`src/rtl/core/rtcc_pkg.sv`:
```
`default_nettype none
package rtcc_pkg;

	localparam int HOUR_W   = 4;
	localparam int MINUTE_W = 6;
	localparam int SECOND_W = 6;
	localparam int MONTH_W  = 4;
	localparam int DAY_W    = 5;
	localparam int YEAR_W   = 14;

	localparam logic CMD_TICK = 1'b0;
	localparam logic CMD_LOAD = 1'b1;

	localparam logic STATUS_OK     = 1'b0;
	localparam logic STATUS_REJECT = 1'b1;

	localparam logic [SECOND_W-1:0] MAX_SECOND   = 6'd59;
	localparam logic [MINUTE_W-1:0] MAX_MINUTE   = 6'd59;
	localparam logic [HOUR_W-1:0]   FIRST_HOUR   = 4'd1;
	localparam logic [HOUR_W-1:0]   LAST_HOUR    = 4'd12;
	localparam logic [HOUR_W-1:0]   HOUR_BEFORE_NOON = 4'd11;
	localparam logic [MONTH_W-1:0]  FIRST_MONTH  = 4'd1;
	localparam logic [MONTH_W-1:0]  LAST_MONTH   = 4'd12;
	localparam logic [MONTH_W-1:0]  FEBRUARY     = 4'd2;
	localparam logic [MONTH_W-1:0]  JULY         = 4'd7;
	localparam logic [DAY_W-1:0]    FIRST_DAY    = 5'd1;
	localparam logic [YEAR_W-1:0]   LAST_YEAR    = 14'd9999;

	typedef struct packed {
		logic [HOUR_W-1:0]   hours;
		logic [MINUTE_W-1:0] minutes;
		logic [SECOND_W-1:0] seconds;
		logic                pm;
		logic [MONTH_W-1:0]  month;
		logic [DAY_W-1:0]    day;
		logic [YEAR_W-1:0]   year;
	} rtcc_state_t;

	typedef struct packed {
		logic                cmd;
		logic [HOUR_W-1:0]   hours;
		logic [MINUTE_W-1:0] minutes;
		logic [SECOND_W-1:0] seconds;
		logic                pm;
		logic [MONTH_W-1:0]  month;
		logic [DAY_W-1:0]    day;
		logic [YEAR_W-1:0]   year;
	} rtcc_item_t;

	localparam rtcc_state_t RESET_STATE = '{
		hours:   4'd11,
		minutes: 6'd59,
		seconds: 6'd40,
		pm:      1'b1,
		month:   4'd9,
		day:     5'd30,
		year:    14'd2016
	};

	// First half of the year alternates 31/30 starting odd, second half flips.
	function automatic logic [DAY_W-1:0] month_length(
		input logic [MONTH_W-1:0] m,
		input logic [YEAR_W-1:0]  y
	);
		logic [DAY_W-1:0] len;
		if (m <= JULY) begin
			if (m == FEBRUARY) begin
				len = (y[1:0] == 2'd0) ? 5'd29 : 5'd28;
			end else begin
				len = m[0] ? 5'd31 : 5'd30;
			end
		end else begin
			len = m[0] ? 5'd30 : 5'd31;
		end
		return len;
	endfunction

endpackage
`default_nettype wire

```
`src/rtl/core/twelve_hour_clock_calendar.sv`:
```
`default_nettype none
// Twelve-hour clock with AM/PM and a month/day/year calendar, starting at
// 11:59:40 PM 09/30/2016 after reset. Each transfer on the input is either
// a one-second tick (cmd 0) or a load of all time and date fields (cmd 1);
// each produces exactly one result carrying the full state afterwards, with
// status 1 when a load was rejected as invalid and nothing changed. The
// block takes one item per cycle unless the input stalls: an item is held in
// an input register, and the next-state logic computes the new time from it
// and writes the state and result registers, so a result passes through the
// input register and then the state register. The input register also
// serves as the skid stage while a result waits; the input stalls only while
// both registers are full and the result is stalled.
module twelve_hour_clock_calendar (
	input  logic        clk,
	input  logic        arst_n,
	input  logic        in_valid,
	output logic        in_stall,
	input  logic        cmd,
	input  logic [3:0]  load_hours,
	input  logic [5:0]  load_minutes,
	input  logic [5:0]  load_seconds,
	input  logic        load_pm,
	input  logic [3:0]  load_month,
	input  logic [4:0]  load_day,
	input  logic [13:0] load_year,
	output logic        out_valid,
	input  logic        out_stall,
	output logic [3:0]  hours,
	output logic [5:0]  minutes,
	output logic [5:0]  seconds,
	output logic        pm,
	output logic [3:0]  month,
	output logic [4:0]  day,
	output logic [13:0] year,
	output logic        status
);
	import rtcc_pkg::*;

	rtcc_item_t  item_s1;
	logic        valid_s1;
	rtcc_state_t state_q;
	rtcc_state_t next_state;
	logic        next_status;
	logic        status_q;
	logic        out_valid_q;
	logic        in_take;
	logic        advance;

	assign advance  = valid_s1 && (!out_valid_q || !out_stall);
	assign in_stall = valid_s1 && out_valid_q && out_stall;
	assign in_take  = in_valid && !in_stall;

	always_ff @(posedge clk or negedge arst_n) begin
		if (!arst_n) begin
			valid_s1 <= 1'b0;
		end else if (in_take) begin
			valid_s1 <= 1'b1;
		end else if (advance) begin
			valid_s1 <= 1'b0;
		end
	end

	always_ff @(posedge clk) begin
		if (in_take) begin
			item_s1.cmd     <= cmd;
			item_s1.hours   <= load_hours;
			item_s1.minutes <= load_minutes;
			item_s1.seconds <= load_seconds;
			item_s1.pm      <= load_pm;
			item_s1.month   <= load_month;
			item_s1.day     <= load_day;
			item_s1.year    <= load_year;
		end
	end

	rtcc_next u_next (
		.cur    (state_q),
		.item   (item_s1),
		.nxt    (next_state),
		.status (next_status)
	);

	// The clock state doubles as the result register.
	always_ff @(posedge clk or negedge arst_n) begin
		if (!arst_n) begin
			state_q     <= RESET_STATE;
			status_q    <= STATUS_OK;
			out_valid_q <= 1'b0;
		end else if (advance) begin
			state_q     <= next_state;
			status_q    <= next_status;
			out_valid_q <= 1'b1;
		end else if (!out_stall) begin
			out_valid_q <= 1'b0;
		end
	end

	assign out_valid = out_valid_q;
	assign hours     = state_q.hours;
	assign minutes   = state_q.minutes;
	assign seconds   = state_q.seconds;
	assign pm        = state_q.pm;
	assign month     = state_q.month;
	assign day       = state_q.day;
	assign year      = state_q.year;
	assign status    = status_q;

endmodule
`default_nettype wire

```
`src/rtl/core/rtcc_next.sv`:
```
`default_nettype none
module rtcc_next (
	input  rtcc_pkg::rtcc_state_t cur,
	input  rtcc_pkg::rtcc_item_t  item,
	output rtcc_pkg::rtcc_state_t nxt,
	output logic                  status
);
	import rtcc_pkg::*;

	rtcc_state_t tick_st;
	rtcc_state_t load_st;
	logic        load_ok;

	always_comb begin
		tick_st = cur;
		if (cur.seconds < MAX_SECOND) begin
			tick_st.seconds = cur.seconds + 6'd1;
		end else begin
			tick_st.seconds = '0;
			if (cur.minutes < MAX_MINUTE) begin
				tick_st.minutes = cur.minutes + 6'd1;
			end else begin
				tick_st.minutes = '0;
				if (cur.hours >= LAST_HOUR) begin
					tick_st.hours = FIRST_HOUR;
				end else begin
					if (cur.hours == HOUR_BEFORE_NOON) begin
						tick_st.pm = ~cur.pm;
						// PM to AM at midnight: advance the calendar
						if (cur.pm) begin
							if (cur.day >= month_length(cur.month, cur.year)) begin
								tick_st.day = FIRST_DAY;
								if (cur.month >= LAST_MONTH) begin
									tick_st.month = FIRST_MONTH;
									tick_st.year  = (cur.year >= LAST_YEAR) ? '0 :
										cur.year + 14'd1;
								end else begin
									tick_st.month = cur.month + 4'd1;
								end
							end else begin
								tick_st.day = cur.day + 5'd1;
							end
						end
					end
					tick_st.hours = cur.hours + 4'd1;
				end
			end
		end
	end

	always_comb begin
		load_st.hours   = item.hours;
		load_st.minutes = item.minutes;
		load_st.seconds = item.seconds;
		load_st.pm      = item.pm;
		load_st.month   = item.month;
		load_st.day     = item.day;
		load_st.year    = item.year;
		load_ok = (item.hours >= FIRST_HOUR) && (item.hours <= LAST_HOUR) &&
			(item.minutes <= MAX_MINUTE) && (item.seconds <= MAX_SECOND) &&
			(item.month >= FIRST_MONTH) && (item.month <= LAST_MONTH) &&
			(item.year <= LAST_YEAR) && (item.day >= FIRST_DAY) &&
			(item.day <= month_length(item.month, item.year));
	end

	always_comb begin
		if (item.cmd == CMD_TICK) begin
			nxt    = tick_st;
			status = STATUS_OK;
		end else if (load_ok) begin
			nxt    = load_st;
			status = STATUS_OK;
		end else begin
			// drop the bad load, keep the time
			nxt    = cur;
			status = STATUS_REJECT;
		end
	end

endmodule
`default_nettype wire

```
`config.mk`:
```
export PLATFORM = sky130hd
export DESIGN_NAME = twelve_hour_clock_calendar
export DESIGN_NICKNAME = d
export VERILOG_FILES = /design/src/rtl/core/rtcc_pkg.sv /design/src/rtl/core/twelve_hour_clock_calendar.sv /design/src/rtl/core/rtcc_next.sv
export SDC_FILE = /design/constraint.sdc
export NUM_CORES = 1
export LEC_CHECK = 0
export CAP_MARGIN = 20
export CORE_UTILIZATION = 45
export DETAILED_ROUTE_END_ITERATION = 12
export DONT_BUFFER_PORTS = 1
export PLACE_DENSITY_LB_ADDON = 0.05
export SLEW_MARGIN = 20
export SYNTH_ARGS = -nofsm -noshare
export SYNTH_HDL_FRONTEND = slang
export SYNTH_SLANG_ARGS = --single-unit
```
`constraint.sdc`:
```
create_clock -name clk -period 5.6 [get_ports clk]
set_input_delay 0 -clock clk [delete_from_list [all_inputs] [get_ports clk]]
set_output_delay 0 -clock clk [all_outputs]
set_load 0.01 [all_outputs]
```
* Yosys cells after proc, flatten, opt, wreduce, memory -nomap -nowiden *
Cells that the tools add are included.

storage, ports and cells
  bits in registers = 84
  word-level logic and storage cells = 119

operators by class
  add/subtract/negate cells = 6
  $lt $le $gt $ge = 17
  equal/unequal tests = 8
  muxes and demuxes = 39
  bitwise gates (word level) = 1
  reduce and logical (&&, ||, !) cells = 30

operators by type and width
  operator                                                            number
  two-way mux 24 bit                                                  4
  two-way mux 40 bit                                                  2
  two-way mux 5 bit                                                   10
  two-way mux 14 bit                                                  3
  two-way mux 23 bit                                                  1
  two-way mux 4 bit                                                   4
  adder 14 x 1 -> 14 bit (second input constant)                      1
  greater-or-equal comparator 14 bit (second input constant)          1
  less-or-equal comparator 14 bit (second input constant)             1
  adder 6 x 1 -> 6 bit (second input constant)                        2
  less-or-equal comparator 6 bit (second input constant)              2
  logical AND 1 bit                                                   12
  less-than comparator 6 bit (second input constant)                  2
  two-way mux 1 bit                                                   12
  two-way mux 6 bit                                                   2
  two-way mux 10 bit                                                  1
  nonzero test 2 bit                                                  5
  AND reduction 9 bit                                                 1
  adder 4 x 1 -> 4 bit (second input constant)                        2
  equality test 4 x 2 -> 1 bit (second input constant)                2
  greater-or-equal comparator 4 x 1 -> 1 bit (second input constant)  2
  greater-or-equal comparator 4 bit (second input constant)           2
  less-or-equal comparator 4 x 3 -> 1 bit (second input constant)     2
  less-or-equal comparator 4 bit (second input constant)              2
  other kinds (17)                                                    23

* Depth between registers and ports, before layout *
  word-level depth = 17
  depth in mapped cells = 13
  gate-level depth less buffers = 12

* By module *
From an unflattened synthesis, not the netlist that was laid out.

second synthesis, totals
  cells, all modules = 439
  area total of the unflattened synthesis = 4974.8 µm²

modules (own cells, without submodules)
  module                      instances  cells each  area each (µm²)
  twelve_hour_clock_calendar  1          135         2895.3
  rtcc_next                   1          304         2079.5

* Least setup slack after synthesis *
OpenSTA, ideal clock, no wires.

  path type = register to register
  start point = register state_q (netlist bit month[0])
  end point = register state_q (netlist bit month[1])
  setup time = 0.125 ns
  arrival time = 2.739 ns
  data required time = 5.475 ns
  path slack = 2.737 ns
  cell stages (with the launch flop) = 13
  cell sequence = dfstp_2 -> inv_1 -> ha_1 -> nor3b_1 -> mux2i_1 -> o21ai_0 -> ha_1 -> nand2b_1 -> a21oi_1 -> o21ai_0 -> nand2_1 -> nor2_1 -> mux2_2

between the ends
  cells in the longest elaborated chain, start to end = 11
  elaborated cells between the ends (all ways) = 24

ends and longest elaborated chain
  what                                                                        RTL line                          text
  start: declaration                                                          twelve_hour_clock_calendar.sv:41  rtcc_state_t state_q;
  start signal: assignment                                                    twelve_hour_clock_calendar.sv:90  state_q <= next_state;
  branches (longest 11 deep; another with greater-or-equal comparator 5 bit)  -

Several ways; the timed one is not identified. The select of a mux whose other input is x is not followed.
A chain may end at the register's enable or synchronous reset.

* Final worst setup path *
  start point = register state_q (netlist bit month[0])
  end point = register state_q (netlist bit year[13])

between the ends
  cells in the longest elaborated chain, start to end = 11
  elaborated cells between the ends (all ways) = 16

ends and longest elaborated chain
  what
  branches (longest 10 deep; another with greater-or-equal comparator 5 bit)
  AND reduction 9 bit (no source line) (*)

Mark *: on every way between the ends. The select of a mux whose other input is x is not followed.

==> reports/qor.yml <==
outcome: "finished, final reports clean"
io_buffers: 0
drtAntennaViolNets: 0
r2r_end: "year[13]"
die_w_um: 99.7
reg2reg_depth: 12
place_area_um2: 4400
synth_ff_type: "edfxtp_1"
syn-num-nets: 468
die_area_um2: 9940
synth_fa_ha_area_frac: 0.0350
syn-cell-area_um2: 4300
clock_sinks: 84
post_drt_wl_per_cell_um: 18.1
power_density_nw_per_um2: 341
numCtsBuffers: 9
grt_antenna_before_repair: 0
wl_mm: 10.6
timing.critical_path.to: "year[13]"
final-setup-viol-count: 0
synth_edf_count: 41
vias_per_cell: 5.80
final_cell_area_um2: 5110
finalCriticalPeriod_ns: 3.67
fillers: 789
cp.arrival_ns: 3.92
peakVddDrop_v: 0.000197
ys_warn_count: 0
antennaDiodeCount: 0
slew_headroom: 0.334
finalCritPeriodShare: 0.655
rsz0062_at_grt: "no"
synth_compound_area_frac: 0.204
first_iter_violations: 222
grt_pass1_vias: 3319
stdcell_count: 586
num_rows: 35
critPathLaunch: "month[0]"
cts_tree: "yes"
ys_seq_area_frac: 0.544
hold_violations: 0
gp_congestion: 0.853
dpl.hpwl_mm: 6.98
start_util: 0.465
area_delta_synth_final_pct: 18.9
cts-htree-levels: 3
clock_latency_ns: 0.36
vias: 3397
worst_pin_slew_ns: 0.999
finalSetupTns_ns: 0
fin_ws_ns: 1.93
p_leak_uw: 0.00185
fmax_mhz: 273
grt_start_max_net_pins: 44
crit_path_max_fanout: 18
clk_pin_slew_worst_paths_ns: 0.08
syn_avg_cell_area_um2: 10.5
core_area_um2: 9240
ys_seq_elements: 84
die_h_um: 99.7
overflow: 0
io_pins: 88
finalNetCount: 509
grt_pass1_wl_mm: 17.2
cp-start-kind: "flop"
skew_ns: 0.0158
synth_xor_area_frac: 0
maxCapViolations: 0
rr_startpoint: "month[0]"
cp_data_required_time_ns: 5.85
place_ws_ns: 1.99
cts_buffer_depth: 2
drc: 0
yosys.area_share.simple: 0.166
endpoint_kind: "flop"
synth_cell_types: 56
dr.pass1.iters: 5
dp.cells: 524
synthArstFlopShare: 0.512
synth_top_family_by_area: "compound AO/OA/AOI/OAI gates"
drive_gt1_frac: 0.114
grt_use_total: 0.226
min_path_type: "in -> async"
slew_violations: 0
critical_path_class: "reg -> reg"
reg2reg_slack_ns: 1.93
synth_mux_area_frac: 0.0204
synthCells: 411
root_buffer: "clkbuf_8"
-- worst max-delay path: stages, from the launching register on --
cell	delay, ns
dfstp_2	0.62
inv_1	0.08
ha_1	0.19
nor3b_1	0.15
mux2i_1	0.15
o21ai_0	0.11
ha_1	0.28
nand2b_1	0.09
a21oi_1	0.06
o21ai_0	0.47
nand2_1	0.53
or2_1	0.57
o22a_1	0.26
-- cells in the final DEF (no fill, tap or decap), types with 4 or more instances in the layout --
master,Yosys,final
a21oi_1,25,25
a22oi_1,7,7
a31oi_1,5,5
and3_1,13,13
clkbuf_8,0,11
dfrtp_1,20,20
dfstp_2,23,23
dlygate4sd3_1,0,45
edfxtp_1,41,41
ha_1,12,12
inv_1,17,17
mux2_2,4,4
nand2_1,27,27
nand2b_1,6,6
nand3_1,19,19
nand4_1,5,5
nor2_1,26,26
nor2b_1,6,6
nor3_1,19,19
nor4_1,6,6
o211ai_1,4,4
o21ai_0,36,36
o21ai_1,8,8
o31ai_1,15,15
-- cell type report --
| cell class | count | area, um^2 | area share |
|---|---|---|---|
| clock buffers | 11 | 151 | 0.0296 |
| well taps | 129 | 161 | 0.0316 |
| clock inverters | 5 | 81.3 | 0.0159 |
| multi-input cells | 293 | 1830 | 0.358 |
| inverters | 17 | 63.8 | 0.0125 |
| repair buffers | 47 | 485 | 0.0951 |
| flip-flops and latches | 84 | 2340 | 0.457 |
-- timing repair --
action / in CTS / in global routing
setup buffers: 0 / 0
hold endpoints to repair: 89 / 0
resized for setup: 0 / 0
hold buffers: 46 / 0
-- registers in the layout, indices dropped and copies added, names as in the netlist --
signal	flops
day	5
hours	4
item_s1	41
minutes	6
month	4
out_valid	1
pm	1
seconds	6
status	1
valid_s1	1
year	14
-- cell usage after synthesis (7+ instances only) --
cell,n,share of area
a21oi_1,25,0.029
o31ai_1,15,0.026
o21ai_1,8,0.0093
edfxtp_1,41,0.29
nand2_1,27,0.024
inv_1,17,0.015
and3_1,13,0.019
dfstp_2,23,0.14
nand3_1,19,0.022
nor3_1,19,0.022
ha_1,12,0.035
a22oi_1,7,0.012
clkbuf_1,11,0.0096
nor2_1,26,0.023
o21ai_0,36,0.042
dfrtp_1,20,0.12
-- per-stage QoR --
stage                util  hold WS (ns)  power (uW)
finish              0.553         0.155        1740
global route        0.553         0.154        1850
CTS                 0.553         0.146        1760
detailed placement  0.476        -0.293        1220
global placement    0.476        -0.294        1210
floorplan               -        -0.296        1130
-- per-layer routing --
| layer | track usage | vias up | wire, um | share of wire |
|---|---|---|---|---|
| met5 | 0 | - | 0 | 0 |
| met2 | 0.343 | 92 | 4870 | 0.46 |
| li1 | - | 1649 | - | - |
| met1 | 0.309 | 1644 | 5010 | 0.47 |
| met3 | 0.0661 | 12 | 578 | 0.055 |
| met4 | 0.0803 | 0 | 131 | 0.012 |
-- worst min-delay path by stage --
stage                 end    from  slack, ns
2_1_floorplan      day[0]  arst_n      -0.30
3_3_place_gp   seconds[1]  arst_n      -0.29
3_5_place_dp     hours[2]  arst_n      -0.29
4_1_cts          hours[2]  arst_n       0.15
5_1_grt        seconds[1]  arst_n       0.15
6_report       seconds[1]  arst_n       0.15
-- cell families (layout without fill, tap and decap cells) --
kind of cell	after synthesis	in the layout
buffers and inverters	34	80
muxes	8	8
adders and majority gates	12	12
AOI/OAI and AO/OA	132	132
and+or+nand+nor	141	141
DFF	84	84
-- where the power goes --
group	internal, uW	leakage [uW]	switching (uW)
Sequential	777	0.000876	167
Combinational	140	0.000856	160
Clock	277	0.000118	222
Total	1190	0.00185	549
Power figures use the tool's default switching activity.
